`src/design/grid_laplacian_stencil_defines.svh`:
```
// Assertion macros shared by the grid Laplacian stencil modules.
`ifndef GRID_LAPLACIAN_STENCIL_DEFINES_SVH
`define GRID_LAPLACIAN_STENCIL_DEFINES_SVH

// Same-cycle implication, sampled on clk and disabled while rst_n is low.
`define GLST_ASSERT_IMP(label, ante, cons, msg) \
    label: assert property (@(posedge clk) disable iff (!rst_n) (ante) |-> (cons)) \
        else $error(msg);

// Next-cycle implication, sampled on clk and disabled while rst_n is low.
`define GLST_ASSERT_NXT(label, ante, cons, msg) \
    label: assert property (@(posedge clk) disable iff (!rst_n) (ante) |=> (cons)) \
        else $error(msg);

`endif

```
`src/design/glst_pkg.sv`:
```
// Package with types, constants and the microprogram of the grid Laplacian stencil.
`timescale 1ns / 1ps

package glst_pkg;

    localparam int DEF_GRID_SIZE  = 64;
    localparam int DEF_HALF_WIDTH = 3;

    localparam int COORD_W   = 6;
    localparam int SAMPLE_W  = 16;
    localparam int COEF_W    = 16;
    localparam int RESULT_W  = 24;

    localparam int NUM_REGS  = 8;
    localparam int REG_IDX_W = 3;
    localparam int PADDR_W   = 5;
    localparam int PDATA_W   = 32;

    localparam int POS_W     = 10;
    localparam int OFS_W     = 3;
    localparam int DIST_W    = 2;
    localparam int STEP_W    = 5;

    localparam int PROD_W    = 2 * SAMPLE_W;
    localparam int ACC_W     = PROD_W + 3;
    localparam int INV_SPLIT = COEF_W / 2;
    localparam int MUL_B_W   = INV_SPLIT + 1;
    localparam int PART_W    = ACC_W + MUL_B_W;
    localparam int SCALED_W  = PART_W + INV_SPLIT;
    localparam int FRAC_BITS = 19;
    localparam int ROUND_W   = SCALED_W + 1;
    localparam int QUOT_W    = ROUND_W - FRAC_BITS;

    localparam logic [COEF_W-1:0]   INV_SPACING_RESET = 16'd256;
    localparam logic [RESULT_W-1:0] SAT_MAX = {1'b0, {(RESULT_W-1){1'b1}}};
    localparam logic [RESULT_W-1:0] SAT_MIN = {1'b1, {(RESULT_W-1){1'b0}}};

    localparam logic [OFS_W-1:0] OFS_ZERO   = 3'b000;
    localparam logic [OFS_W-1:0] OFS_PLUS1  = 3'b001;
    localparam logic [OFS_W-1:0] OFS_PLUS2  = 3'b010;
    localparam logic [OFS_W-1:0] OFS_PLUS3  = 3'b011;
    localparam logic [OFS_W-1:0] OFS_MINUS1 = 3'b111;
    localparam logic [OFS_W-1:0] OFS_MINUS2 = 3'b110;
    localparam logic [OFS_W-1:0] OFS_MINUS3 = 3'b101;

    // First step after the tap sweep; taps beyond the half-width jump here.
    localparam logic [STEP_W-1:0] STEP_DRAIN = 5'd13;

    typedef enum logic {
        OPC_WRITE = 1'b0,
        OPC_QUERY = 1'b1
    } opcode_t;

    typedef enum logic [REG_IDX_W-1:0] {
        REG_COEF_CENTER    = 3'd0,
        REG_COEF_FWD_1     = 3'd1,
        REG_COEF_FWD_2     = 3'd2,
        REG_COEF_FWD_3     = 3'd3,
        REG_COEF_BACK_1    = 3'd4,
        REG_COEF_BACK_2    = 3'd5,
        REG_COEF_BACK_3    = 3'd6,
        REG_INV_SPACING_SQ = 3'd7
    } creg_t;

    typedef logic [NUM_REGS-1:0][COEF_W-1:0] reg_file_t;

    typedef enum logic [2:0] {
        UOP_TAP    = 3'd0,
        UOP_NOP    = 3'd1,
        UOP_MUL_LO = 3'd2,
        UOP_MUL_HI = 3'd3,
        UOP_ADD    = 3'd4,
        UOP_ROUND  = 3'd5
    } uop_t;

    typedef struct packed {
        uop_t              op;
        logic [DIST_W-1:0] reach;
        logic [OFS_W-1:0]  dr;
        logic [OFS_W-1:0]  dc;
        creg_t             csel;
        logic [STEP_W-1:0] target;
    } uword_t;

    typedef struct packed {
        logic             write;
        logic             start;
        logic             tap;
        logic [OFS_W-1:0] dr;
        logic [OFS_W-1:0] dc;
        creg_t            csel;
        logic             mul_lo;
        logic             mul_hi;
        logic             add_hi;
        logic             round;
    } ctrl_t;

    function automatic uword_t tap_word(input logic [DIST_W-1:0] reach,
                                        input logic [OFS_W-1:0] dr,
                                        input logic [OFS_W-1:0] dc,
                                        input creg_t csel);
        uword_t w;
        w.op     = UOP_TAP;
        w.reach  = reach;
        w.dr     = dr;
        w.dc     = dc;
        w.csel   = csel;
        w.target = STEP_DRAIN;
        return w;
    endfunction

    function automatic uword_t op_word(input uop_t op);
        uword_t w;
        w        = '0;
        w.op     = op;
        w.csel   = REG_COEF_CENTER;
        return w;
    endfunction

    // Microprogram: centre tap, four taps per distance, drain, scale, round.
    function automatic uword_t ucode_rom(input logic [STEP_W-1:0] step);
        uword_t w;
        case (step)
            5'd0:    w = tap_word(2'd0, OFS_ZERO,   OFS_ZERO,   REG_COEF_CENTER);
            5'd1:    w = tap_word(2'd1, OFS_ZERO,   OFS_PLUS1,  REG_COEF_FWD_1);
            5'd2:    w = tap_word(2'd1, OFS_PLUS1,  OFS_ZERO,   REG_COEF_FWD_1);
            5'd3:    w = tap_word(2'd1, OFS_ZERO,   OFS_MINUS1, REG_COEF_BACK_1);
            5'd4:    w = tap_word(2'd1, OFS_MINUS1, OFS_ZERO,   REG_COEF_BACK_1);
            5'd5:    w = tap_word(2'd2, OFS_ZERO,   OFS_PLUS2,  REG_COEF_FWD_2);
            5'd6:    w = tap_word(2'd2, OFS_PLUS2,  OFS_ZERO,   REG_COEF_FWD_2);
            5'd7:    w = tap_word(2'd2, OFS_ZERO,   OFS_MINUS2, REG_COEF_BACK_2);
            5'd8:    w = tap_word(2'd2, OFS_MINUS2, OFS_ZERO,   REG_COEF_BACK_2);
            5'd9:    w = tap_word(2'd3, OFS_ZERO,   OFS_PLUS3,  REG_COEF_FWD_3);
            5'd10:   w = tap_word(2'd3, OFS_PLUS3,  OFS_ZERO,   REG_COEF_FWD_3);
            5'd11:   w = tap_word(2'd3, OFS_ZERO,   OFS_MINUS3, REG_COEF_BACK_3);
            5'd12:   w = tap_word(2'd3, OFS_MINUS3, OFS_ZERO,   REG_COEF_BACK_3);
            5'd13:   w = op_word(UOP_NOP);
            5'd14:   w = op_word(UOP_NOP);
            5'd15:   w = op_word(UOP_MUL_LO);
            5'd16:   w = op_word(UOP_MUL_HI);
            5'd17:   w = op_word(UOP_ADD);
            5'd18:   w = op_word(UOP_ROUND);
            default: w = op_word(UOP_ROUND);
        endcase
        return w;
    endfunction

endpackage

```
`src/design/glst_regs.sv`:
```
// APB-style configuration registers: stencil weights and inverse spacing squared.
`timescale 1ns / 1ps

module glst_regs (
    input  logic                        clk,
    input  logic                        rst_n,
    input  logic                        psel,
    input  logic                        penable,
    input  logic                        pwrite,
    input  logic [glst_pkg::PADDR_W-1:0] paddr,
    input  logic [glst_pkg::PDATA_W-1:0] pwdata,
    output logic [glst_pkg::PDATA_W-1:0] prdata,
    output glst_pkg::reg_file_t          cfg
);
    import glst_pkg::*;

    // All weights clear; inv_spacing_sq is the last register and resets to one.
    localparam reg_file_t REGS_RESET = {INV_SPACING_RESET, {((NUM_REGS-1)*COEF_W){1'b0}}};

    reg_file_t regs_reg;
    creg_t     reg_idx;

    assign reg_idx = creg_t'(paddr[PADDR_W-1:2]);

    always_ff @(posedge clk or negedge rst_n)
    begin
        if (!rst_n)
        begin
            regs_reg <= REGS_RESET;
        end
        else if (psel && penable && pwrite)
        begin
            regs_reg[reg_idx] <= pwdata[COEF_W-1:0];
        end
    end

    assign prdata = {{(PDATA_W-COEF_W){1'b0}}, regs_reg[reg_idx]};
    assign cfg    = regs_reg;

endmodule

```
`config.mk`:
```
export PLATFORM = sky130hd
export DESIGN_NAME = glst_regs
export DESIGN_NICKNAME = d
export VERILOG_FILES = /design/src/design/grid_laplacian_stencil_defines.svh /design/src/design/glst_pkg.sv /design/src/design/glst_regs.sv
export SDC_FILE = /design/constraint.sdc
export NUM_CORES = 1
export LEC_CHECK = 0
export ABC_AREA = 1
export BUFFER_PORTS_ARGS = -buffer_cell sky130_fd_sc_hd__buf_4
export CAP_MARGIN = 20
export CORE_ASPECT_RATIO = 1.4
export CORE_MARGIN = 1.5
export CORE_UTILIZATION = 52
export CTS_BUF_LIST = sky130_fd_sc_hd__clkbuf_16
export CTS_CLUSTER_DIAMETER = 40
export DETAILED_ROUTE_END_ITERATION = 8
export GPL_ROUTABILITY_DRIVEN = 1
export HOLD_SLACK_MARGIN = 0.05
export PLACE_DENSITY_LB_ADDON = 0.12
export SLEW_MARGIN = 25
export SYNTH_ARGS = -nofsm -noshare
export SYNTH_HDL_FRONTEND = slang
export SYNTH_SLANG_ARGS = --single-unit
```
`constraint.sdc`:
```
create_clock -name clk -period 1.2 [get_ports clk]
set_clock_uncertainty 0.05 [all_clocks]
set_input_delay 0.12 -clock clk [delete_from_list [all_inputs] [get_ports clk]]
set_output_delay 0.12 -clock clk [all_outputs]
set_load 0.005 [all_outputs]
```
Word-level counts from Yosys, hierarchy flattened
Index checks and enable logic that the tools add are counted.
{"block": "word_totals", "ff_bits": 128, "input_bits": 42, "word_cells": 18}
{"block": "op_classes", "magnitude_cmp": 2, "muxes": 5, "n_reduce_logical": 3}
{"op": "128-bit bitwise mux", "count": 1}
{"op": "16-bit binary-select mux with 3-bit select", "count": 1}
{"op": "16-bit demux with 3-bit select", "count": 1}
{"op": "16-bit two-way mux", "count": 2}
{"op": "3-bit by 4-bit less-than comparator with 1-bit output, second input constant", "count": 1}
{"op": "3-bit by 1-bit >= comparator with 1-bit output, second input constant", "count": 1}
{"op": "1-bit logical AND", "count": 3}

Depth between registers and ports, before layout
Gate-level depths: netlist of the first run.
{"block": "depth", "word_depth": 5, "ltp_mapped": 10, "depth_no_buf": 7}

Worst setup path after synthesis of the first run
No wires, ideal clock.
{"block": "synth_path", "path_type": "in2out", "start": "input paddr[2] (netlist name)", "end": "output prdata[11] (netlist name)", "t_arrival_ns": 0.991, "path_slack_ns": 0.039, "path_stages": 10, "path_buffers": 3, "path_cell_list": "buf_2 > inv_2 > buf_4 > buf_4 > nand2_1 > nand2_1 > nand2_1 > nand2_1 > nand2_1 > nand2_1"}
{"block": "synth_via", "elab_chain_len": 2}
{"item": "start: declaration", "line_no": "glst_regs.sv:10", "rtl": "input logic [glst_pkg::PADDR_W-1:0] paddr,"}
{"item": "16-bit binary-select mux with 3-bit select", "line_no": "glst_regs.sv:37", "rtl": "assign prdata = {{(PDATA_W-COEF_W){1'b0}}, regs_reg[reg_idx]};"}
{"item": "16-bit two-way mux (not written as such)", "line_no": "glst_regs.sv:37"}
{"item": "end: declaration", "line_no": "glst_regs.sv:12", "rtl": "output logic [glst_pkg::PDATA_W-1:0] prdata,"}
No other way between the ends. The select of a mux whose other input is x is not followed.

Worst setup path in the final report of the first run
{"block": "layout_path", "start": "register regs_reg, in the netlist cfg[120]", "end": "output prdata[8] (netlist name)"}
{"block": "layout_via", "elab_chain_len": 2}
{"item": "start: declaration", "line_no": "glst_regs.sv:20", "rtl": "reg_file_t regs_reg;"}
{"item": "start signal: indexed assignment", "line_no": "glst_regs.sv:33", "rtl": "regs_reg[reg_idx] <= pwdata[COEF_W-1:0];"}
{"item": "16-bit binary-select mux with 3-bit select", "line_no": "glst_regs.sv:37"}
{"item": "16-bit two-way mux (not written as such)", "line_no": "glst_regs.sv:37"}
No other way between the ends. The select of a mux whose other input is x is not followed.

==> results.py, run 1 <==
metrics = {
    "cells_and_area": {
        "multiInputGateArea_sq_um": 2980,
        "drive_gt1_share_pct": 32.5,
        "fillers": 687,
        "finalNetCount": 1247,
        "area_growth_pct": 61.0,
        "layout.area.seq_sq_um": 3210,
        "largest_reg_flops": 128,
    },
    "worst_setup_path": {
        "critPathKind": "register to output port",
        "cp.required_ns": 1.03,
        "cp-end-kind": "output port",
        "r2r-start": "cfg[90]",
        "r2r.worst_path.cells": 4,
        "crit_end": "prdata[8]",
        "r2r_slack_ns": 0.15,
        "startpoint": "cfg[120]",
        "arrival_ns": 1.45,
        "cp_max_fo": 2,
        "cp-start-kind": "register",
        "r2r_end": "cfg[90]",
    },
    "drt": {
        "vias_per_cell": 5.47,
        "wire_per_inst_um": 18.4,
        "vias": 7487,
        "drt_iter0_markers": 551,
        "routed_wirelength_mm": 25.3,
        "drcViolationCount": 0,
        "first_pass_iters": 5,
        "ant_nets": 0,
    },
    "global_routing": {
        "grt_max_degree": 49,
        "overflow": 0,
        "antenna_found_initial": 1,
        "grt_use_met3_pct": 7.07,
        "grt_pass1_wl_mm": 36.6,
        "grt_pass1_vias": 7134,
        "track_usage_pct": 35.9,
        "grt_use_met1_pct": 39.2,
        "gr-usage-met2_pct": 64.9,
        "gr-max-usage-layer": "met2",
    },
    "run_status": {
        "violations": "setup timing",
        "status": "finished with violations",
    },
    "pwr": {
        "power.leakage_nw": 5.70,
        "p_per_area_nw_per_um2": 1630,
        "vdd_drop_max_mv": 1.10,
    },
    "clocking": {
        "numCtsBuffers": 17,
        "cts-root-buf": "clkbuf_16",
        "cts_buffer_depth": 2,
        "clk_pin_slew_ns": 0.06,
        "cts.sinks": 128,
        "cts_tree": "yes",
        "clk_latency_ns": 0.42,
        "cts_htree_levels": 4,
    },
    "job": {
        "cap_violations": 0,
    },
    "placed_design": {
        "hpwl_mm": 15.1,
        "gp_congestion": 0.903,
        "place_ws_ns": -0.197,
        "port_buffers": 167,
    },
    "timing": {
        "rsz0062_at_grt": "yes",
        "finalHoldViolations": 0,
        "slew_headroom_pct": 63.1,
        "finalSetupViolations": 100,
        "whs_ns": 0.102,
        "finalCritPeriodShare_pct": 135,
        "worst_pin_slew_ns": 0.552,
        "max_freq_ghz": 0.617,
        "fin_crit_ns": 1.62,
        "setup_slack_ns": -0.422,
        "drv_slew": 0,
    },
    "logic_synthesis": {
        "synth_warnings": 0,
        "ys_seq_area_share_pct": 49.2,
        "syn_inst": 905,
        "ys_ff_latch": 128,
        "netlist_area_sq_um": 6520,
        "synth.avg_cell_area_sq_um": 7.20,
        "ys_types": 21,
    },
    "floorplanning": {
        "die_x_um": 97.6,
        "die_y_um": 135,
        "rows": 48,
        "ios": 202,
        "initial_core_util_pct": 53.2,
        "core_region_area_sq_um": 12300,
        "dieArea_sq_um": 13200,
    },
    "min_path": {
        "hold_class": "input port to async pin",
    },
}
==> routing by layer <==
metal  up-vias  share of wire (%)  wire length, um
met5         -                  0                0
met4         0                6.1             1530
met3       114                7.6             1930
met2       457                 52            13200
met1      3525                 34             8610
li1       3391                  -                -
==> how the worst min path moves through the flow <==
| stage | startpoint | endpoint | slack (ns) | cells past startpoint |
|---|---|---|---|---|
| 2_1_floorplan | rst_n | cfg[0] | -0.23 | 0 |
| 6_report | rst_n | cfg[3] | 0.10 | 2 |
| 5_1_grt | rst_n | cfg[3] | 0.15 | 2 |
| 3_5_place_dp | rst_n | cfg[3] | 0.009 | 1 |
| 3_3_place_gp | rst_n | cfg[3] | 0.01 | 1 |
| 4_1_cts | rst_n | cfg[2] | 0.13 | 2 |
==> layout make-up <==
type,instances,area share (%)
inverters,21,0.751
repair buffers,335,33.1
flip-flops and latches,128,30.6
clock inverters,15,1.38
clock buffers,17,4.05
well taps,150,1.79
multi-input cells,702,28.4
diodes,1,0.0238
==> power breakdown <==
part	switching (mW)	internal, mW
sequential	0.750	5.16
combinational	2.54	3.56
clock	2.03	3.04
==> cells in the mapped netlist <==
library cell / count / area [sq um]
inv_1: 18 / 67.6
dfstp_2: 1 / 26.3
buf_1: 5 / 18.8
nand3_1: 3 / 15.0
buf_2: 14 / 70.1
nand3_2: 3 / 30.0
nand2_1: 515 / 1930
buf_4: 29 / 218
dfrtp_1: 127 / 3180
nand2_2: 2 / 12.5
inv_2: 3 / 11.3
conb_1: 1 / 3.75
nand4_1: 4 / 25.0
nor2_1: 21 / 78.8
o21ai_0: 98 / 490
clkbuf_1: 21 / 78.8
a21oi_1: 16 / 80.1
nand3_4: 1 / 17.5
nor2_4: 7 / 78.8
nor2_2: 2 / 12.5
o21ai_1: 14 / 70.1
==> worst max-delay path, cell delays in order, from the launching register on <==
cell     delay, ns
dfstp_2       0.53
nand2_1       0.07
nand2_1       0.10
nand2_1       0.05
nand2_1       0.05
nand2_1       0.04
nand2_1       0.07
buf_4         0.11
==> cells by family after synthesis <==
family,count (synthesis),share of synthesized area [%]
other,1,0.0575
AND/OR/NAND/NOR,558,33.8
flip-flops,128,49.2
buffers and inverters,90,7.12
AO/OA/AOI/OAI,128,9.83
==> cells in the final DEF (no fill, tap or decap), types with 14 or more instances in the layout <==
cell type	n
buf_6	190
clkbuf_16	17
o21ai_0	98
buf_12	16
dlygate4sd3_1	17
conb_1	16
buf_4	112
o21ai_1	14
dfrtp_1	126
a21oi_1	16
nor2_1	20
inv_1	19
nand2_1	489
nand2_2	28
==> repair_timing <==
action                                  4_1_cts  5_1_grt
pin swaps                                    36       38
buffers inserted                             78       56
hold buffers                                 17        0
endpoints found under the setup margin       22       94
hold endpoints to repair                    252        0
resized for setup                           147       91
==> per-stage QoR <==
step | instance area (sq um) | power [mW] | TNS (ns) | instances | util, %
2_1_floorplan | 6570 | 7.31 | 0 | 920 | -
3_3_place_gp | 8160 | 9.60 | -7.69 | 1212 | 66.6
3_5_place_dp | 8160 | 9.68 | -11.05 | 1212 | 66.6
4_1_cts | 10000 | 16.1 | -6.18 | 1336 | 81.6
5_1_grt | 10500 | 17.7 | -10.82 | 1369 | 85.6
6_report | 10500 | 17.1 | -9.29 | 1369 | 85.6
(Power assumes the default switching activity.)
==> run 2, diff against run 1 <==
TNS_END_PERCENT = 30   (was not set)
==> results.py, run 2 (same netlist as run 1, synthesis figures left out) <==
metrics = {
    "run_status": {
        "status": "finished with violations",
        "violations": "setup timing",
    },
    "floorplanning": {
        "core_region_area_sq_um": 12300,
        "rows": 48,
        "dieArea_sq_um": 13200,
        "die_x_um": 97.6,
        "die_y_um": 135,
        "ios": 202,
        "initial_core_util_pct": 53.2,
    },
    "placed_design": {
        "port_buffers": 167,
        "place_area_sq_um": 8160,
        "place_ws_ns": -0.197,
        "hpwl_mm": 15.1,
        "gp_congestion": 0.903,
        "dp.cells": 1212,
    },
    "global_routing": {
        "overflow": 0,
        "grt_pass1_vias": 6662,
        "antenna_found_initial": 0,
        "grt_pass1_wl_mm": 34.4,
        "grt_max_degree": 49,
        "track_usage_pct": 33.7,
    },
    "cells_and_area": {
        "area_growth_pct": 48.4,
        "fin_area_sq_um": 9670,
        "largest_reg_flops": 128,
        "layout_commonest_cell": "nand2_1",
        "finalNonFillerCells": 1314,
        "fillers": 876,
        "drive_gt1_share_pct": 28.8,
        "post-route-util_pct": 78.9,
        "layout.area.seq_sq_um": 3210,
        "antenna_cells": 0,
        "multiInputGateArea_sq_um": 2960,
        "finalNetCount": 1193,
        "final_cell_mix": "495 x nand2_1, 165 x buf_4, 126 x dfrtp_1, 98 x o21ai_0, 83 x buf_6",
    },
    "worst_setup_path": {
        "cp.required_ns": 1.03,
        "arrival_ns": 1.40,
        "cp_max_fo": 2,
        "cp.depth": 7,
        "slowest_delay_ns": 0.54,
        "r2r.worst_path.cells": 4,
        "critPathKind": "register to output port",
        "crit_chain": "nand2_1 -> nand2_1 -> nand2_1 -> nand2_1 -> nand2_1 -> nand2_1 -> buf_4",
        "cpMostUsedCell": "nand2_1",
        "cp-end-kind": "output port",
        "path_delay_family": "flip-flops",
        "crit_buf_inv": 1,
        "crit_slowest_cell": "dfstp_2",
        "cp-start-kind": "register",
    },
    "clocking": {
        "cts_buffer_depth": 2,
        "cts.sinks": 128,
        "cts_htree_levels": 4,
        "clk_latency_ns": 0.41,
        "cts-root-buf": "clkbuf_16",
        "clk_pin_slew_ns": 0.06,
        "numCtsBuffers": 17,
        "cts_tree": "yes",
    },
    "drt": {
        "drcViolationCount": 0,
        "vias_per_cell": 5.34,
        "ant_nets": 0,
        "drt_iter0_markers": 374,
        "routed_wirelength_mm": 22.5,
        "wire_per_inst_um": 17.1,
        "first_pass_iters": 5,
        "vias": 7014,
    },
    "timing": {
        "drv_slew": 0,
        "finalCritPeriodShare_pct": 131,
        "finalSetupViolations": 60,
        "slew_headroom_pct": 66.3,
        "rsz0062_at_grt": "yes",
        "finalHoldViolations": 0,
        "fin_crit_ns": 1.57,
        "worst_pin_slew_ns": 0.505,
        "max_freq_ghz": 0.638,
        "setup_slack_ns": -0.366,
    },
    "pwr": {
        "switchingPower_mw": 4.84,
        "vdd_drop_max_mv": 1.20,
        "clockPowerShare_pct": 31.8,
        "power_frac_comb_pct": 30.7,
        "p_sw_share_pct": 30.7,
        "p_int_mw": 10.9,
        "power.leakage_nw": 5.31,
        "p_per_area_nw_per_um2": 1630,
        "pwr-share-seq_pct": 37.6,
    },
    "job": {
        "cap_violations": 0,
    },
    "min_path": {
        "hold_class": "input port to async pin",
    },
}
[run 2: per-stage QoR]
step / setup TNS [ns] / hold slack [ns] / power [mW]
detailed placement: -11.05 / 0.00943 / 9.68
global route: -8.79 / 0.152 / 16.5
floorplan: 0 / -0.226 / 7.31
finish: -6.87 / 0.110 / 15.7
CTS: -5.49 / 0.126 / 15.2
global placement: -7.69 / 0.0108 / 9.60
[run 2: final timing paths]
check                      slack (ns)        end      from
max                             -0.37  prdata[8]  cfg[120]
min                              0.11     cfg[3]     rst_n
max reg2reg                      0.25   cfg[121]  cfg[121]
min reg2reg                      0.46    cfg[71]   cfg[71]
max in group asynchronous        0.46   cfg[120]     rst_n
min in group clk                 0.22    cfg[22]   penable
[run 2: per-layer routing]
metal | share of wire [%] | GRT usage, %
met1 | 37 | 38.8
met2 | 52 | 59.4
met3 | 6.1 | 6.35
met4 | 5.4 | 18.2
met5 | 0 | 0
[run 2: what timing repair did]
item                                   CTS  global route
pin swaps                               29            29
gates cloned                             0             0
setup endpoints to repair               22            41
gates resized for setup                 57            48
buffers inserted                        21            32
hold buffers                            17             0
endpoints found under the hold margin  252             0
[run 2: power by group through the flow]
stage	logic (mW)	registers [mW]	clock network (mW)
3_3_place_gp	3.63	5.97	0
3_5_place_dp	3.71	5.97	0
5_1_grt	5.27	5.98	5.25
2_1_floorplan	1.45	5.85	0
6_report	4.83	5.92	5.00
4_1_cts	4.26	5.89	5.02
[run 2: cell type report]
| cell class | count | area share (%) |
|---|---|---|
| multi-input combinational | 702 | 30.6 |
| tap | 150 | 1.94 |
| clock buffer | 17 | 4.40 |
| clock inverter | 15 | 1.50 |
| sequential | 128 | 33.2 |
| timing repair buffer | 281 | 27.6 |
| inverter | 21 | 0.815 |
==> run 3, diff against run 2 <==
CORE_ASPECT_RATIO = 0.7   (was 1.4)
==> results.py, run 3 (same netlist as run 1, synthesis figures left out) <==
metrics = {
    "timing": {
        "fin_crit_ns": 1.61,
        "drv_slew": 0,
        "finalHoldViolations": 0,
        "max_freq_ghz": 0.621,
        "setup_slack_ns": -0.410,
        "finalSetupViolations": 88,
        "finalCritPeriodShare_pct": 134,
        "rsz0062_at_grt": "yes",
    },
    "worst_setup_path": {
        "path_delay_family": "flip-flops",
        "cpMostUsedCell": "nand2_1",
        "crit_slowest_cell": "dfstp_2",
        "arrival_ns": 1.44,
        "cp-end-kind": "output port",
        "r2r.worst_path.cells": 4,
        "crit_buf_inv": 1,
        "r2r_end": "cfg[120]",
        "r2r-start": "cfg[120]",
        "cp-start-kind": "register",
        "crit_chain": "nand2_1 -> nand2_1 -> nand2_1 -> nand2_1 -> nand2_1 -> nand2_2 -> buf_6",
        "critPathKind": "register to output port",
        "r2r_slack_ns": 0.16,
        "cp.depth": 7,
        "cp.required_ns": 1.03,
        "cp_max_fo": 2,
        "slowest_delay_ns": 0.54,
    },
    "cells_and_area": {
        "final_cell_mix": "497 x nand2_1, 167 x buf_4, 138 x buf_6, 127 x dfrtp_1, 98 x o21ai_0",
        "area_growth_pct": 57.3,
        "fin_area_sq_um": 10300,
        "antenna_cells": 0,
        "drive_gt1_share_pct": 31.4,
        "finalNetCount": 1249,
        "largest_reg_flops": 128,
        "layout_commonest_cell": "nand2_1",
    },
    "global_routing": {
        "grt_pass1_vias": 6691,
        "track_usage_pct": 33.9,
        "overflow": 0,
        "grt_max_degree": 53,
        "antenna_found_initial": 0,
        "grt_pass1_wl_mm": 34.5,
    },
    "drt": {
        "wire_per_inst_um": 17.9,
        "first_pass_iters": 9,
        "vias_per_cell": 5.59,
        "ant_nets": 0,
        "drt_iter0_markers": 816,
        "drcViolationCount": 0,
        "vias": 7691,
        "routed_wirelength_mm": 24.7,
    },
    "clocking": {
        "cts_tree": "yes",
        "clk_pin_slew_ns": 0.06,
        "cts_buffer_depth": 2,
        "cts.sinks": 128,
        "clk_latency_ns": 0.41,
        "cts_htree_levels": 4,
        "numCtsBuffers": 17,
        "cts-root-buf": "clkbuf_16",
    },
    "pwr": {
        "p_per_area_nw_per_um2": 1610,
        "power.leakage_nw": 5.63,
        "vdd_drop_max_mv": 1.19,
    },
    "floorplanning": {
        "die_y_um": 96.7,
        "ios": 202,
        "die_x_um": 137,
        "core_region_area_sq_um": 12000,
        "dieArea_sq_um": 13200,
        "initial_core_util_pct": 54.4,
        "rows": 33,
    },
    "run_status": {
        "violations": "setup timing",
        "status": "finished with violations",
    },
    "placed_design": {
        "place_area_sq_um": 8280,
        "hpwl_mm": 14.9,
        "gp_congestion": 0.956,
        "place_ws_ns": -0.113,
        "port_buffers": 167,
    },
    "min_path": {
        "hold_class": "input port to async pin",
    },
    "job": {
        "cap_violations": 0,
    },
}
==> run 3: cell count changes in the layout (fill, tap and decap cells not counted), moves of 2 or more <==
cell / before / now
buf_4: 165 / 167
clkinv_1: 1 / 3
buf_6: 83 / 138
inv_6: 3 / 1
nand2_2: 22 / 20
clkinv_2: 3 / 1
buf_12: 16 / 14
nand2_1: 495 / 497
==> run 3: worst reg2reg max path: cells and delay by family (launching register included) <==
kind / cells / cell delay (ns)
buffers and inverters: 2 / 0.20
AOI/OAI and AO/OA: 1 / 0.14
DFF: 1 / 0.54
and+or+nand+nor: 1 / 0.04
==> run 3: what timing repair did <==
action                     CTS  global route
gates resized for setup     12           145
setup endpoints to repair   29            62
buffers inserted            35            57
hold endpoints to repair   254             0
pin swaps                   37            49
hold buffers                18             0
==> run 3: report_power, final <==
group,total (mW),switching (mW),internal (mW)
clock,4.94,1.94,3.00
combinational,5.64,2.40,3.24
sequential,5.91,0.749,5.16
total,16.5,5.09,11.4
==> run 3: area by class of cell <==
cell class	count	area [sq um]
clock buffers	17	425
repair buffers	337	3270
flip-flops and latches	128	3200
inverters	21	78.8
well taps	157	196
multi-input cells	702	2950
fillers	687	1720
clock inverters	13	125
==> run 3: worst max-delay path by stage <==
stage / slack, ns / endpoint / from
finish: -0.41 / prdata[8] / cfg[120]
floorplan: 0.04 / prdata[11] / paddr[2]
CTS: -0.37 / prdata[8] / cfg[120]
global route: -0.46 / prdata[8] / cfg[120]
global placement: -0.10 / cfg[50] / paddr[3]
detailed placement: -0.11 / cfg[53] / paddr[3]
==> run 3: stage by stage <==
stage / utilization [%] / std cells / hold WS (ns) / TNS [ns] / power (mW)
3_5_place_dp: 69.1 / 1236 / -0.0859 / -5.44 / 9.72
3_3_place_gp: 69.1 / 1236 / -0.0861 / -3.95 / 9.62
2_1_floorplan: - / 920 / -0.226 / 0 / 7.31
4_1_cts: 77.7 / 1319 / 0.229 / -6.18 / 15.0
5_1_grt: 85.6 / 1375 / 0.263 / -11.36 / 17.2
6_report: 85.6 / 1375 / 0.223 / -8.88 / 16.5
==> run 3: metal layers <==
layer	GRT usage (%)	vias up	routed length, um	part of all wire, %
met1	45.2	3650	9390	38
met4	12.8	0	925	3.8
li1	-	3400	-	-
met5	0	-	0	0
met2	55.0	544	11800	48
met3	6.45	97	2540	10
