## src/design/grid_laplacian_stencil_defines.svh

```systemverilog
// Assertion macros shared by the grid Laplacian stencil modules.
`ifndef GRID_LAPLACIAN_STENCIL_DEFINES_SVH
`define GRID_LAPLACIAN_STENCIL_DEFINES_SVH

// Same-cycle implication, sampled on clk and disabled while rst_n is low.
`define GLST_ASSERT_IMP(label, ante, cons, msg) \
    label: assert property (@(posedge clk) disable iff (!rst_n) (ante) |-> (cons)) \
        else $error(msg);

// Next-cycle implication, sampled on clk and disabled while rst_n is low.
`define GLST_ASSERT_NXT(label, ante, cons, msg) \
    label: assert property (@(posedge clk) disable iff (!rst_n) (ante) |=> (cons)) \
        else $error(msg);

`endif

```

## src/design/glst_pkg.sv

```systemverilog
// Package with types, constants and the microprogram of the grid Laplacian stencil.
`timescale 1ns / 1ps

package glst_pkg;

    localparam int DEF_GRID_SIZE  = 64;
    localparam int DEF_HALF_WIDTH = 3;

    localparam int COORD_W   = 6;
    localparam int SAMPLE_W  = 16;
    localparam int COEF_W    = 16;
    localparam int RESULT_W  = 24;

    localparam int NUM_REGS  = 8;
    localparam int REG_IDX_W = 3;
    localparam int PADDR_W   = 5;
    localparam int PDATA_W   = 32;

    localparam int POS_W     = 10;
    localparam int OFS_W     = 3;
    localparam int DIST_W    = 2;
    localparam int STEP_W    = 5;

    localparam int PROD_W    = 2 * SAMPLE_W;
    localparam int ACC_W     = PROD_W + 3;
    localparam int INV_SPLIT = COEF_W / 2;
    localparam int MUL_B_W   = INV_SPLIT + 1;
    localparam int PART_W    = ACC_W + MUL_B_W;
    localparam int SCALED_W  = PART_W + INV_SPLIT;
    localparam int FRAC_BITS = 19;
    localparam int ROUND_W   = SCALED_W + 1;
    localparam int QUOT_W    = ROUND_W - FRAC_BITS;

    localparam logic [COEF_W-1:0]   INV_SPACING_RESET = 16'd256;
    localparam logic [RESULT_W-1:0] SAT_MAX = {1'b0, {(RESULT_W-1){1'b1}}};
    localparam logic [RESULT_W-1:0] SAT_MIN = {1'b1, {(RESULT_W-1){1'b0}}};

    localparam logic [OFS_W-1:0] OFS_ZERO   = 3'b000;
    localparam logic [OFS_W-1:0] OFS_PLUS1  = 3'b001;
    localparam logic [OFS_W-1:0] OFS_PLUS2  = 3'b010;
    localparam logic [OFS_W-1:0] OFS_PLUS3  = 3'b011;
    localparam logic [OFS_W-1:0] OFS_MINUS1 = 3'b111;
    localparam logic [OFS_W-1:0] OFS_MINUS2 = 3'b110;
    localparam logic [OFS_W-1:0] OFS_MINUS3 = 3'b101;

    // First step after the tap sweep; taps beyond the half-width jump here.
    localparam logic [STEP_W-1:0] STEP_DRAIN = 5'd13;

    typedef enum logic {
        OPC_WRITE = 1'b0,
        OPC_QUERY = 1'b1
    } opcode_t;

    typedef enum logic [REG_IDX_W-1:0] {
        REG_COEF_CENTER    = 3'd0,
        REG_COEF_FWD_1     = 3'd1,
        REG_COEF_FWD_2     = 3'd2,
        REG_COEF_FWD_3     = 3'd3,
        REG_COEF_BACK_1    = 3'd4,
        REG_COEF_BACK_2    = 3'd5,
        REG_COEF_BACK_3    = 3'd6,
        REG_INV_SPACING_SQ = 3'd7
    } creg_t;

    typedef logic [NUM_REGS-1:0][COEF_W-1:0] reg_file_t;

    typedef enum logic [2:0] {
        UOP_TAP    = 3'd0,
        UOP_NOP    = 3'd1,
        UOP_MUL_LO = 3'd2,
        UOP_MUL_HI = 3'd3,
        UOP_ADD    = 3'd4,
        UOP_ROUND  = 3'd5
    } uop_t;

    typedef struct packed {
        uop_t              op;
        logic [DIST_W-1:0] reach;
        logic [OFS_W-1:0]  dr;
        logic [OFS_W-1:0]  dc;
        creg_t             csel;
        logic [STEP_W-1:0] target;
    } uword_t;

    typedef struct packed {
        logic             write;
        logic             start;
        logic             tap;
        logic [OFS_W-1:0] dr;
        logic [OFS_W-1:0] dc;
        creg_t            csel;
        logic             mul_lo;
        logic             mul_hi;
        logic             add_hi;
        logic             round;
    } ctrl_t;

    function automatic uword_t tap_word(input logic [DIST_W-1:0] reach,
                                        input logic [OFS_W-1:0] dr,
                                        input logic [OFS_W-1:0] dc,
                                        input creg_t csel);
        uword_t w;
        w.op     = UOP_TAP;
        w.reach  = reach;
        w.dr     = dr;
        w.dc     = dc;
        w.csel   = csel;
        w.target = STEP_DRAIN;
        return w;
    endfunction

    function automatic uword_t op_word(input uop_t op);
        uword_t w;
        w        = '0;
        w.op     = op;
        w.csel   = REG_COEF_CENTER;
        return w;
    endfunction

    // Microprogram: centre tap, four taps per distance, drain, scale, round.
    function automatic uword_t ucode_rom(input logic [STEP_W-1:0] step);
        uword_t w;
        case (step)
            5'd0:    w = tap_word(2'd0, OFS_ZERO,   OFS_ZERO,   REG_COEF_CENTER);
            5'd1:    w = tap_word(2'd1, OFS_ZERO,   OFS_PLUS1,  REG_COEF_FWD_1);
            5'd2:    w = tap_word(2'd1, OFS_PLUS1,  OFS_ZERO,   REG_COEF_FWD_1);
            5'd3:    w = tap_word(2'd1, OFS_ZERO,   OFS_MINUS1, REG_COEF_BACK_1);
            5'd4:    w = tap_word(2'd1, OFS_MINUS1, OFS_ZERO,   REG_COEF_BACK_1);
            5'd5:    w = tap_word(2'd2, OFS_ZERO,   OFS_PLUS2,  REG_COEF_FWD_2);
            5'd6:    w = tap_word(2'd2, OFS_PLUS2,  OFS_ZERO,   REG_COEF_FWD_2);
            5'd7:    w = tap_word(2'd2, OFS_ZERO,   OFS_MINUS2, REG_COEF_BACK_2);
            5'd8:    w = tap_word(2'd2, OFS_MINUS2, OFS_ZERO,   REG_COEF_BACK_2);
            5'd9:    w = tap_word(2'd3, OFS_ZERO,   OFS_PLUS3,  REG_COEF_FWD_3);
            5'd10:   w = tap_word(2'd3, OFS_PLUS3,  OFS_ZERO,   REG_COEF_FWD_3);
            5'd11:   w = tap_word(2'd3, OFS_ZERO,   OFS_MINUS3, REG_COEF_BACK_3);
            5'd12:   w = tap_word(2'd3, OFS_MINUS3, OFS_ZERO,   REG_COEF_BACK_3);
            5'd13:   w = op_word(UOP_NOP);
            5'd14:   w = op_word(UOP_NOP);
            5'd15:   w = op_word(UOP_MUL_LO);
            5'd16:   w = op_word(UOP_MUL_HI);
            5'd17:   w = op_word(UOP_ADD);
            5'd18:   w = op_word(UOP_ROUND);
            default: w = op_word(UOP_ROUND);
        endcase
        return w;
    endfunction

endpackage

```

## src/design/glst_if.sv

```systemverilog
// Handshake interfaces for the command and response channels.
`timescale 1ns / 1ps

interface glst_cmd_if;
    import glst_pkg::*;

    logic                       valid;
    logic                       ready;
    logic                       opcode;
    logic [COORD_W-1:0]         row;
    logic [COORD_W-1:0]         col;
    logic signed [SAMPLE_W-1:0] sample_value;

    modport source (output valid, output opcode, output row, output col,
                    output sample_value, input ready);
    modport sink   (input valid, input opcode, input row, input col,
                    input sample_value, output ready);
endinterface


```

## src/design/glst_seq.sv

```systemverilog
// Microcode sequencer: step counter, control ROM and jump logic.
`timescale 1ns / 1ps
`include "grid_laplacian_stencil_defines.svh"

module glst_seq #(
    parameter int HALF_WIDTH = glst_pkg::DEF_HALF_WIDTH
) (
    input  logic            clk,
    input  logic            rst_n,
    glst_cmd_if.sink        cmd,
    input  logic            out_busy,
    output glst_pkg::ctrl_t ctrl
);
    import glst_pkg::*;

    typedef enum logic [1:0] {
        ST_IDLE = 2'b01,
        ST_RUN  = 2'b10
    } state_t;

    state_t            state_reg, state_next;
    logic [STEP_W-1:0] step_reg, step_next;
    uword_t            uw;
    logic              fire;

    assign uw        = ucode_rom(step_reg);
    assign cmd.ready = (state_reg == ST_IDLE);
    assign fire      = cmd.valid && cmd.ready;

    always_comb
    begin
        state_next  = state_reg;
        step_next   = step_reg;
        ctrl        = '0;
        ctrl.write  = fire && (cmd.opcode == OPC_WRITE);
        ctrl.start  = fire && (cmd.opcode == OPC_QUERY);
        ctrl.dr     = uw.dr;
        ctrl.dc     = uw.dc;
        ctrl.csel   = uw.csel;
        case (state_reg)
            ST_IDLE:
            begin
                if (ctrl.start)
                begin
                    state_next = ST_RUN;
                    step_next  = '0;
                end
            end
            ST_RUN:
            begin
                case (uw.op)
                    UOP_TAP:
                    begin
                        // Distances beyond the configured half-width skip to the drain.
                        if (uw.reach > DIST_W'(HALF_WIDTH))
                        begin
                            step_next = uw.target;
                        end
                        else
                        begin
                            ctrl.tap  = 1'b1;
                            step_next = step_reg + STEP_W'(1);
                        end
                    end
                    UOP_NOP:
                    begin
                        step_next = step_reg + STEP_W'(1);
                    end
                    UOP_MUL_LO:
                    begin
                        ctrl.mul_lo = 1'b1;
                        step_next   = step_reg + STEP_W'(1);
                    end
                    UOP_MUL_HI:
                    begin
                        ctrl.mul_hi = 1'b1;
                        step_next   = step_reg + STEP_W'(1);
                    end
                    UOP_ADD:
                    begin
                        ctrl.add_hi = 1'b1;
                        step_next   = step_reg + STEP_W'(1);
                    end
                    UOP_ROUND:
                    begin
                        if (!out_busy)
                        begin
                            ctrl.round = 1'b1;
                            state_next = ST_IDLE;
                            step_next  = '0;
                        end
                    end
                    default:
                    begin
                        state_next = ST_IDLE;
                        step_next  = '0;
                    end
                endcase
            end
            default:
            begin
                state_next = ST_IDLE;
                step_next  = '0;
            end
        endcase
    end

    always_ff @(posedge clk or negedge rst_n)
    begin
        if (!rst_n)
        begin
            state_reg <= ST_IDLE;
            step_reg  <= '0;
        end
        else
        begin
            state_reg <= state_next;
            step_reg  <= step_next;
        end
    end

    `GLST_ASSERT_NXT(a_busy_after_query, ctrl.start, !cmd.ready, "query start did not leave idle")
    `GLST_ASSERT_NXT(a_mul_order, ctrl.mul_lo, ctrl.mul_hi, "high partial product did not follow")
    `GLST_ASSERT_IMP(a_round_free, ctrl.round, !out_busy, "result issued into a full register")

endmodule

```

## src/flat_wrapper.sv

```systemverilog
// flat-port wrapper written by rule: the top's interface ports become plain ports
module glst_seq_flat import glst_pkg::*;
#(
    parameter int HALF_WIDTH = glst_pkg::DEF_HALF_WIDTH
)
  (clk, rst_n, out_busy, ctrl, cmd_valid, cmd_opcode, cmd_row, cmd_col, cmd_sample_value, cmd_ready);
  glst_cmd_if cmd_i ();
  input  logic clk;
  input  logic rst_n;
  input  logic out_busy;
  output glst_pkg::ctrl_t ctrl;
  input wire logic [$bits(cmd_i.valid)-1:0] cmd_valid;
  input wire logic [$bits(cmd_i.opcode)-1:0] cmd_opcode;
  input wire logic [$bits(cmd_i.row)-1:0] cmd_row;
  input wire logic [$bits(cmd_i.col)-1:0] cmd_col;
  input wire logic [$bits(cmd_i.sample_value)-1:0] cmd_sample_value;
  output wire logic [$bits(cmd_i.ready)-1:0] cmd_ready;
  assign cmd_i.valid = cmd_valid;
  assign cmd_i.opcode = cmd_opcode;
  assign cmd_i.row = cmd_row;
  assign cmd_i.col = cmd_col;
  assign cmd_i.sample_value = cmd_sample_value;
  assign cmd_ready = cmd_i.ready;
  glst_seq #(.HALF_WIDTH(HALF_WIDTH)) u_core (.clk(clk), .rst_n(rst_n), .cmd(cmd_i), .out_busy(out_busy), .ctrl(ctrl));
endmodule
```

## config.mk

```make
export PLATFORM = sky130hd
export DESIGN_NAME = glst_seq_flat
export DESIGN_NICKNAME = d
export VERILOG_FILES = /design/src/design/glst_pkg.sv /design/src/design/glst_if.sv /design/src/design/glst_seq.sv /design/src/flat_wrapper.sv
export VERILOG_INCLUDE_DIRS = /design/src /design/src/design
export SDC_FILE = /design/constraint.sdc
export NUM_CORES = 1
export LEC_CHECK = 0
export BUFFER_PORTS_ARGS = -buffer_cell sky130_fd_sc_hd__buf_2
export CORE_MARGIN = 1.5
export CORE_UTILIZATION = 44
export CTS_CLUSTER_DIAMETER = 150
export DETAILED_ROUTE_END_ITERATION = 16
export PLACE_DENSITY = 0.95
export SLEW_MARGIN = 10
export SYNTH_ARGS = -nofsm -noshare
export SYNTH_HDL_FRONTEND = slang
export SYNTH_SLANG_ARGS = --single-unit
```

## constraint.sdc

```tcl
create_clock -name clk -period 4.1 [get_ports clk]
set_input_delay 0.82 -clock clk [delete_from_list [all_inputs] [get_ports clk]]
set_output_delay 0.82 -clock clk [all_outputs]
set_load 0.1 [all_outputs]
```

==> Word-level counts from Yosys, hierarchy flattened <==
Memory sizes are Yosys's and may differ from the RTL's.
Index checks and enable logic that the tools add are counted.
{ "totals": {"rom_bits": 544, "input_bits": 33, "memories": 1, "ff_bits": 7, "mem_bits_rw": 0, "latch_bits": 0, "wordCells": 42} }
{ "classes": {"n_reduce_logical": 8, "bitwise_logic": 1, "multipliers": 0, "div_mod_pow": 0, "addsub": 1, "n_eq_ne": 10, "mux": 18, "shifts": 0, "n_lt_le_gt_ge": 1} }
{ "memory_table": {"columns": ["memory", "depth", "width", "read_ports", "rd_clocked_by_memory_dff", "write_ports", "line_no", "rtl"], "rows": [
  ["(no name shown)", 32, 17, 1, 0, 0, "glst_pkg.sv:123", "case (step)"]
]} }
{ "op_table": {"columns": ["op", "count"], "rows": [
  ["$mux W5", 3],
  ["$pmux W5 S3", 1],
  ["$pmux W5 S2", 1],
  ["$mux W1", 8],
  ["$pmux W2 S2", 2],
  ["$eq A3 B2 Y1 const B", 2],
  ["$eq A3 B3 Y1 const B", 2],
  ["$add A5 B1 Y5 const B", 1],
  ["$reduce_or A5 Y1", 1],
  ["$mux W2", 2],
  ["$mux W4", 1],
  ["$ne A2 B2 Y1 const B", 2],
  ["$reduce_or A4 Y1", 1],
  ["$eq A3 B1 Y1 const B", 1],
  ["$logic_and A1 B1 Y1", 3],
  ["$logic_not A3 Y1", 1],
  ["$ne A3 B3 Y1 const B", 1],
  ["$reduce_and A3 Y1", 1],
  ["$eq A2 B1 Y1 const B", 1],
  ["$eq A2 B2 Y1 const B", 1],
  ["$gt A2 B2 Y1 const B", 1],
  ["$reduce_and A2 Y1", 1],
  ["$not A1 Y1", 1]
]} }

==> Logic depth before layout (Yosys ltp) <==
Gate-level depths: netlist of the first run.
{ "depth": {"word_depth": 5, "ltp_mapped": 6} }

==> Worst setup path before layout of the first run <==
OpenSTA, ideal clock, no wires.
{ "synth_path": {"path_kind": "register to output", "start": "register u_core.step_reg[0]", "end": "output port ctrl[13] (netlist name)", "slack_ns": -0.910, "path_buffers": 0, "t_arrival_ns": 4.190, "stages_incl_launch_ff": 6, "required_time_ns": 3.280, "cell_sequence": "dfrtp_1 > inv_1 > ha_1 > a21oi_1 > nor2_1 > nor4b_1"} }
{ "synth_rtl": {"columns": ["element", "line_no", "rtl"], "rows": [
  ["start: declaration", "glst_seq.sv:22", "logic [STEP_W-1:0] step_reg, step_next;"],
  ["start signal: assignment", "glst_seq.sv:118", "step_reg <= step_next;"],
  ["end: declaration", "flat_wrapper.sv:11", "output glst_pkg::ctrl_t ctrl;"]
]} }

==> key figures, run 1 <==
Status
  • Outcome: finished, final reports clean

Setup path
  • CP Capture Type: output pin
  • Worst-path maximum fanout: 8
  • WP data required: between 3 and 4 ns
  • CP Launch Type: flop
  • Data arrival time of the critical path: about 2.3 ns
  • Critical path class: flop to output pin

Placed design
  • Placed cell area: approximately 850 sq um
  • # port buffers: 21
  • HPWL reported at the end of detailed placement: 1280 microns
  • Pre-CTS setup slack: 1.25 ns
  • RePlAce Congestion: roughly 0.82

Floorplan
  • Die W: around 44 microns
  • Rows: 14
  • Starting Density: between 40% and 50%
  • Core area: roughly 1600 sq um
  • Die footprint: between 1500 and 2000 sq um
  • DIE HEIGHT: ~44 microns
  • Top Ports: 50

Timing
  • Setup TNS: 0 ns
  • Final Hold Vio Count: 0
  • Final Critical Period: 3.11 ns
  • Rel. slew slack: approximately 63%
  • Slew Limit Fails: 0
  • Worst setup margin: 0.986 ns
  • # setup viols final: 0
  • Setup clock skew after layout: approximately 0.0012 ns
  • Fin crit share: roughly three quarters
  • Max Freq: 321 MHz
  • RSZ-0062 raised after global routing: no
  • Measured slew at the worst slew-check pin: about 0.56 ns

GRT
  • Vias in the first global route: between 600 and 700
  • Grt ovf: 0
  • GRT Util Overall: 19.4%
  • Largest net degree at the start of global routing: 20
  • First-pass GRT wire length: 2790 microns
  • Initial antenna violation count: 0

Yosys
  • Syn. warnings: 0
  • Syn nets: between 100 and 150
  • Register bit total from synthesis: 7
  • Synthesized area: roughly 750 sq um
  • Sequential area share after synthesis: a little under a quarter
  • Post-synth ARST share: 100%
  • Avg Inst Size Synth: between 7 and 8 sq um
  • EDFF count, synth: 0
  • Predominant post-synthesis flop cell: dfrtp_1
  • Yosys cell types: 39
  • Synth Instances: 95

Power
  • PwrDens: 255 nW/um^2
  • Peak supply drop: roughly 0.19 mV
  • P_leak: 0.000444 uW

CTS
  • CTS tree: yes
  • Clock latency on the worst-skew pair: roughly 0.24 ns
  • Clock Root Buffer: clkbuf_4
  • Clock slew at reported path FFs: 0.05 ns
  • CTS H-tree depth: 1
  • Post-CTS resize count: 0
  • Number of CTS-inserted buffers: 3
  • Clk sinks: 7
  • Max clock buf depth: 2
  • Hold Buf Count CTS: 0
  • Postcts setup bufs: 0

Drt
  • Number of DRC violations after detailed-routing iteration 0: 11
  • Pre-Repair DR Iteration Count: 6
  • Total wire length: 1620 microns
  • Via density: around 5.6
  • Final ANT Viol Nets: 0
  • DRC viols: 0
  • Avg WL per Cell: about 12 microns
  • Via Count: 736

Finish
  • Most frequent cells in the layout: 21 x buf_2, 12 x nor2_1, 10 x nand2_1, 7 x ha_1
  • Design area: around 880 sq um
  • Layout cell share with drive strength beyond 1: around 32%
  • P&R area growth vs syn: 17.0%
  • Largest register FFs: 5
  • Final-stage net count: between 150 and 200
  • # diodes: 0
  • Most common cell after layout, fill and taps aside: buf_2

Min path
  • Hold/Removal Path Class: input pin to asynchronous set/reset pin

Flow run
  • Max Cap Viol: 0
-- per-stage QoR --
stage | power (uW) | util, % | std cells | hold WS [ns]
finish | 224 | 56.3 | 131 | 0.394
detailed placement | 166 | 54.7 | 127 | 0.623
global placement | 164 | 54.7 | 127 | 0.607
CTS | 228 | 56.3 | 131 | 0.384
floorplan | 151 | - | 95 | 0.524
global route | 241 | 56.3 | 131 | 0.382
-- synthesized netlist by cell type (all sizes together) (2+ instances only) --
cell | count | share of area (%)
nor2 | 14 | 7.7
o31ai | 2 | 2.0
buf | 4 | 4.3
nand3 | 2 | 1.3
a31oi | 3 | 2.5
nor3 | 3 | 2.0
a211oi | 3 | 4.7
ha | 7 | 12
inv | 5 | 2.5
nand2b | 2 | 1.7
dfrtp | 6 | 20
a21oi | 6 | 4.0
nand2 | 10 | 5.0
or2 | 3 | 2.8
and3 | 4 | 3.5
a21o | 2 | 2.0
o21ai | 4 | 2.7
-- path summary, 6_finish.rpt --
path	depth (start not counted)	slack, ns	start	to
setup / recovery	6	0.99	u_core.step_reg[0]	ctrl[0]
hold / removal	1	0.39	rst_n	u_core.state_reg[1]
hold reg to reg	1	0.63	u_core.step_reg[1]	u_core.step_reg[1]
min in group clk	1	0.63	u_core.step_reg[1]	u_core.step_reg[1]
setup reg to reg	6	2.23	u_core.step_reg[0]	u_core.state_reg[1]
max in group asynchronous	1	3.48	rst_n	u_core.state_reg[0]
-- logic make-up after synthesis --
logic type      count (synthesis)  synth area share, %
buf+inv                        10                 7.33
compound gates                 26                 25.7
mux                             2                 2.83
flops                           7                 23.5
simple gates                   43                 29.0
fa+ha+maj                       7                 11.7
-- worst max-delay path, stage by stage, from the launching register on --
cell and delay (ns):
dfrtp_1 0.45, inv_1 0.13, ha_1 0.33, or2_4 0.29
a211oi_4 0.27, and2_1 0.16, buf_2 0.42
-- area by class of cell --
class                      count  area (sq um)
timing repair buffer          21           105
sequential                     7           176
clock buffer                   4          26.3
multi-input combinational     78           532
tap                           16          20.0
fill                         148           681
inverter                       5          18.8
-- per-layer routing --
layer	track usage, %	wire, microns
met1	24.3	702
met2	32.9	850
met3	2.45	60
met4	9.09	6
met5	0	0
-- report_power, final --
part | internal [uW] | switching (uW) | leakage [uW] | total, uW
clock network | 36.9 | 22.3 | 0.0000150 | 59.2
registers | 73.3 | 3.47 | 0.0000933 | 76.8
logic | 20.3 | 68.0 | 0.000336 | 88.4
(Power assumes the default switching activity.)
==> run 2, diff against run 1 <==
ABC_AREA = 1   (was not set)
CORE_UTILIZATION = 41   (was 44)
PLACE_DENSITY = 0.9   (was 0.95)
clock period = 3 ns   (was 4.1 ns; I/O delays follow)
==> key figures, run 2 <==
Power
  • Peak supply drop: 0.635 mV (+240%)
  • NetSw: 520 uW (+450%)
  • Sw frac: 64.2% (+22 points)
  • P_int: 290 uW (+120%)
  • P_leak: 0.000568 uW (+28%)
  • PwrDens: 857 nW/um^2 (+240%)
  • Clock power frac: 10.4% (-16 points)
  • Comb power frac: 70.8% (+31 points)
  • Part of the power in registers: 18.7% (-16 points)

GRT
  • Grt ovf: 0 (unchanged)
  • Vias in the first global route: 680 (+5.8%)
  • Initial antenna violation count: 0 (unchanged)
  • GRT Util Overall: 17.5% (-1.9 points)
  • First-pass GRT wire length: 2780 microns (-0.50%)
  • Largest net degree at the start of global routing: 14 (-30%)

Floorplan
  • Core area: 1750 sq um (+12%)
  • Top Ports: 50 (unchanged)
  • Die footprint: 2150 sq um (+9.6%)
  • Rows: 15 (+1)
  • Die W: 46.4 microns (+4.7%)
  • Starting Density: 44.2% (-3.9 points)
  • DIE HEIGHT: 46.4 microns (+4.7%)

Yosys
  • Most common cell in the netlist: nand2_1
  • Top cell type's share of synthesized area: 19.4% (-0.55 points)
  • Leading area contributor after synthesis: dfrtp_1
  • EDFF count, synth: 0 (unchanged)
  • Synthesized area: 772 sq um (+2.8%)
  • Synth Instances: 105 (+11%)
  • Sequential area share after synthesis: 22.9% (-0.65 points)
  • Synth top cells by count: 23 x nand2_1, 9 x nor2_1, 8 x nand2_2
  • Syn. warnings: 0 (unchanged)
  • Synth top area cells: dfrtp_1 19%, ha_1 11%, nand2_1 11%
  • Predominant post-synthesis flop cell: dfrtp_1
  • Syn nets: 145 (+7.4%)
  • Post-synth ARST share: 100% (unchanged)
  • Yosys cell types: 26 (-33%)
  • Register bit total from synthesis: 7 (unchanged)
  • Avg Inst Size Synth: 7.35 sq um (-7.0%)

Timing
  • Final Critical Period: roughly 2.9 ns
  • # setup viols final: 0 (unchanged)
  • Setup TNS: 0 ns (unchanged)
  • Rel. slew slack: 67.4% (+4.9 points)
  • Measured slew at the worst slew-check pin: 0.492 ns (-0.0703 ns)
  • RSZ-0062 raised after global routing: no
  • Slew Limit Fails: 0 (unchanged)
  • Final Hold Vio Count: 0 (unchanged)
  • Max Freq: approximately 350 MHz
  • Fin crit share: 95.2%
  • Setup clock skew after layout: 0.00530 ns (+0.00412 ns)

Drt
  • Via density: 4.81 (-14%)
  • Avg WL per Cell: 10.8 microns (-13%)
  • Final ANT Viol Nets: 0 (unchanged)
  • Pre-Repair DR Iteration Count: 4 (-2)
  • Number of DRC violations after detailed-routing iteration 0: 19 (+8)
  • Via Count: 731 (-0.68%)
  • DRC viols: 0 (unchanged)
  • Total wire length: 1640 microns (+1.1%)

Placed design
  • Placed cell area: 917 sq um (+7.6%)
  • RePlAce Congestion: 0.879 (+7.3%)
  • HPWL reported at the end of detailed placement: 1340 microns (+5.0%)
  • # port buffers: 21 (unchanged)
  • Placed Cells: 148 (+17%)

Finish
  • Most common cell after layout, fill and taps aside: nand2_1
  • Largest register FFs: 5 (unchanged)
  • Design area: 945 sq um (+7.5%)
  • Layout cell share with drive strength beyond 1: 45.7% (+13 points)
  • Post-Route Utilization: 54.1% (-2.2 points)
  • Finished Layout Cells: 152 (+16%)
  • P&R area growth vs syn: 22.4%
  • # diodes: 0 (unchanged)
  • Most frequent cells in the layout: 23 x nand2_1, 21 x buf_2, 8 x nand2_2
  • Final-stage net count: 168 (+7.7%)

Setup path
  • WP data required: 2.40 ns (-0.88 ns)
  • Critical path class: flop to output pin
  • Slowest cell on crit path: dfrtp_1
  • Most frequent CP cell: nand2_2
  • Slowest stage delay, CP: 0.51 ns (+0.06 ns)
  • CP Launch Type: flop
  • Critical path cell sequence: inv_1, ha_1, nand2_2, nand2_2, nand2_2, nand2_4, nand2_1, nor3_2, buf_2
  • Data arrival time of the critical path: 2.26 ns (-0.03 ns)
  • Worst-path maximum fanout: 8 (unchanged)
  • CP Capture Type: output pin

CTS
  • CTS tree: yes
  • Post-CTS resize count: 0 (unchanged)
  • CTS H-tree depth: 1 (unchanged)
  • Hold Buf Count CTS: 0 (unchanged)
  • Number of CTS-inserted buffers: 3 (unchanged)
  • Max clock buf depth: 2 (unchanged)
  • Postcts setup bufs: 0 (unchanged)
  • Clock Root Buffer: clkbuf_4
  • Clk sinks: 7 (unchanged)
  • Clock slew at reported path FFs: 0.06 ns (about the same)
  • Clock latency on the worst-skew pair: 0.25 ns (about the same)

Min path
  • Hold/Removal Path Class: input pin to asynchronous set/reset pin

Status
  • Outcome: finished, final reports clean

Flow run
  • Max Cap Viol: 0 (unchanged)
## run 2: cell count changes after synthesis, sizes merged, moves of 3 or more
cell,delta
and3,-4
inv,+9
nand2,+25
nand3,+4
nor2,-3
or2,-3
## run 2: worst paths after layout
path	from	end	slack, ns	cells after the start
max	u_core.step_reg[0]	ctrl[0]	0.14	9
min	rst_n	u_core.step_reg[3]	0.18	1
max reg2reg	u_core.step_reg[0]	u_core.state_reg[1]	1.17	11
min reg2reg	u_core.state_reg[0]	u_core.state_reg[1]	0.59	3
max in group asynchronous	rst_n	u_core.state_reg[0]	2.59	1
min in group clk	u_core.state_reg[0]	u_core.state_reg[1]	0.59	3
## run 2: cell type report
cell class,count,area [sq um]
clock buffer,3,22.5
clock inverter,1,5.00
fill,189,801
inverter,14,60.1
multi-input combinational,81,544
sequential,7,176
tap,25,31.3
timing repair buffer,21,105
## run 2: power groups by stage
stage	logic [uW]	registers, uW	clock network, uW
after detailed placement	576	152	0
final	574	152	84.4
after global routing	608	154	90.1
after floorplan	497	145	0
after CTS	577	151	86.7
after global placement	560	149	0
## run 2: through the flow
| stage | hold slack (ns) | setup WS [ns] | power, uW |
|---|---|---|---|
| after floorplan | 0.304 | -0.0430 | 642 |
| after global placement | 0.433 | 0.499 | 709 |
| after CTS | 0.176 | 0.146 | 814 |
| after detailed placement | 0.443 | 0.430 | 728 |
| final | 0.176 | 0.143 | 810 |
| after global routing | 0.182 | 0.0214 | 851 |
## run 2: worst max-delay path: cells and delay by family (launching register included)
| kind | cells | cell delay, ns |
|---|---|---|
| adder cells (fa/ha/maj) | 1 | 0.39 |
| flip-flops | 1 | 0.51 |
| AND/OR/NAND/NOR | 6 | 0.51 |
| buffers and inverters | 2 | 0.58 |
## run 2: cell families after synthesis
kind of cell               synth area share [%]
AOI/OAI and AO/OA                          12.8
xor gates and xnor gates                   1.13
adders and majority gates                  11.3
buffers and inverters                      11.3
DFF                                        22.9
and+or+nand+nor                            40.5
## run 2: layer usage
metal  vias up  GRT usage (%)  part of all wire (%)
li1        380              -                     -
met1       333           22.5                    45
met2        18           31.9                    51
met3         0           2.35                   4.4
met4         0           1.71                     0
met5         -              0                     0
==> run 3, diff against run 2 <==
MAX_ROUTING_LAYER = met4   (was not set)
==> key figures, run 3 (synthesis results as in run 2) <==
Setup path
  • CP Launch Type: flop
  • Critical path class: flop to output pin
  • Data arrival time of the critical path: 2.21 ns (-0.05 ns)
  • Worst-path maximum fanout: 8 (unchanged)
  • WP data required: 2.40 ns (about the same)
  • CP Capture Type: output pin

CTS
  • Postcts setup bufs: 0 (unchanged)
  • Hold Buf Count CTS: 0 (unchanged)
  • Clock Root Buffer: clkbuf_4
  • Number of CTS-inserted buffers: 3 (unchanged)
  • Clk sinks: 7 (unchanged)
  • Max clock buf depth: 2 (unchanged)
  • Clock latency on the worst-skew pair: 0.24 ns (about the same)
  • CTS H-tree depth: 1 (unchanged)
  • Clock slew at reported path FFs: 0.05 ns (about the same)
  • CTS tree: yes
  • Post-CTS resize count: 0 (unchanged)

Timing
  • Measured slew at the worst slew-check pin: 0.480 ns (-0.0118 ns)
  • Final Hold Vio Count: 0 (unchanged)
  • Setup TNS: 0 ns (unchanged)
  • Slew Limit Fails: 0 (unchanged)
  • Rel. slew slack: 68.0% (+0.56 points)
  • Final Hold Slack: 0.172 ns (-0.00336 ns)
  • Fin crit share: 93.6% (-1.6 points)
  • Final Critical Period: 2.81 ns (-0.0479 ns)
  • RSZ-0062 raised after global routing: no
  • # setup viols final: 0 (unchanged)
  • Max Freq: 356 MHz (+1.7%)
  • Setup clock skew after layout: 0.00410 ns (-0.00120 ns)

Drt
  • Via Count: 739 (+1.1%)
  • Via density: 4.86 (+1.1%)
  • Final ANT Viol Nets: 0 (unchanged)
  • Total wire length: 1510 microns (-7.8%)
  • Avg WL per Cell: 9.93 microns (-7.8%)
  • Number of DRC violations after detailed-routing iteration 0: 26 (+7)
  • Pre-Repair DR Iteration Count: 4 (unchanged)
  • DRC viols: 0 (unchanged)

Floorplan
  • Top Ports: 50 (unchanged)
  • Core area: 1750 sq um (unchanged)
  • Die W: 46.4 microns (unchanged)
  • Die footprint: 2150 sq um (unchanged)
  • DIE HEIGHT: 46.4 microns (unchanged)
  • Starting Density: 44.2% (unchanged)
  • Rows: 15 (unchanged)

Finish
  • P&R area growth vs syn: 22.2%
  • Layout cell share with drive strength beyond 1: 44.9% (-0.79 points)
  • Most common cell after layout, fill and taps aside: nand2_1
  • Most frequent cells in the layout: 23 x nand2_1, 21 x buf_2, 8 x nand2_2
  • Filler cells: 162 (-14%)
  • Area occupied by multi-input gates: 544 sq um (unchanged)
  • Finished Layout Cells: 152 (unchanged)
  • Sequential Area: 176 sq um (unchanged)
  • # diodes: 0 (unchanged)
  • Largest register FFs: 5 (unchanged)
  • Post-Route Utilization: 54.1% (-0.072 points)
  • Final-stage net count: 168 (unchanged)

GRT
  • Grt ovf: 0 (unchanged)
  • GRT Util Overall: 16.4% (-1.1 points)
  • Vias in the first global route: 610 (-10%)
  • First-pass GRT wire length: 2480 microns (-11%)
  • Largest net degree at the start of global routing: 14 (unchanged)
  • Initial antenna violation count: 0 (unchanged)

Power
  • PwrDens: 844 nW/um^2 (-1.5%)
  • P_leak: 0.000565 uW (-0.48%)
  • Peak supply drop: 0.736 mV (+16%)
  • Power Total: 797 uW (-1.6%)

Placed design
  • # port buffers: 21 (unchanged)
  • Placed Cells: 148 (unchanged)
  • HPWL reported at the end of detailed placement: 1240 microns (-7.8%)
  • RePlAce Congestion: 0.857 (-2.5%)

Min path
  • Hold/Removal Path Class: input pin to asynchronous set/reset pin

Flow run
  • Max Cap Viol: 0 (unchanged)

Status
  • Outcome: finished, final reports clean
-- run 3: final timing paths --
kind / startpoint / end / slack (ns) / depth (start not counted)
max in group asynchronous: rst_n / u_core.state_reg[0] / 2.60 / 1
min in group clk: u_core.state_reg[0] / u_core.state_reg[1] / 0.56 / 3
max: u_core.step_reg[0] / ctrl[0] / 0.19 / 9
max reg2reg: u_core.step_reg[0] / u_core.step_reg[4] / 1.25 / 11
min reg2reg: u_core.state_reg[0] / u_core.state_reg[1] / 0.56 / 3
min: rst_n / u_core.state_reg[1] / 0.17 / 1
-- run 3: layout make-up --
type / count / area share [%]
Tap cell: 25 / 3.32
Multi-Input combinational cell: 81 / 57.7
Sequential cell: 7 / 18.7
Inverter: 14 / 6.37
Clock buffer: 4 / 2.79
Timing Repair Buffer: 21 / 11.1
-- run 3: worst max-delay path: stages (launching register included) --
cell	delay, ns
dfrtp_1	0.48
inv_1	0.13
ha_1	0.39
nand2_2	0.07
nand2_2	0.08
nand2_2	0.06
nand2_4	0.12
nand2_1	0.10
nor3_2	0.10
buf_2	0.44
-- run 3: per-stage QoR --
step / setup WS, ns / cell area [sq um]
floorplan: -0.0430 / 808
global placement: 0.496 / 917
detailed placement: 0.455 / 917
CTS: 0.187 / 943
global route: 0.0300 / 943
finish: 0.191 / 943
-- run 3: power by group --
group	internal (uW)	leakage, uW	total, uW	switching (uW)
combinational	119	0.000458	564	445
sequential	122	0.0000924	150	27.9
clock	50.6	0.0000150	83.5	32.8
total	291	0.000565	797	505
-- run 3: per-layer routing --
layer | GRT usage (%) | routed length (microns)
met1 | 22.3 | 701
met3 | 3.53 | 81
met2 | 25.8 | 726
met4 | 1.71 | 0
met5 | - | 0
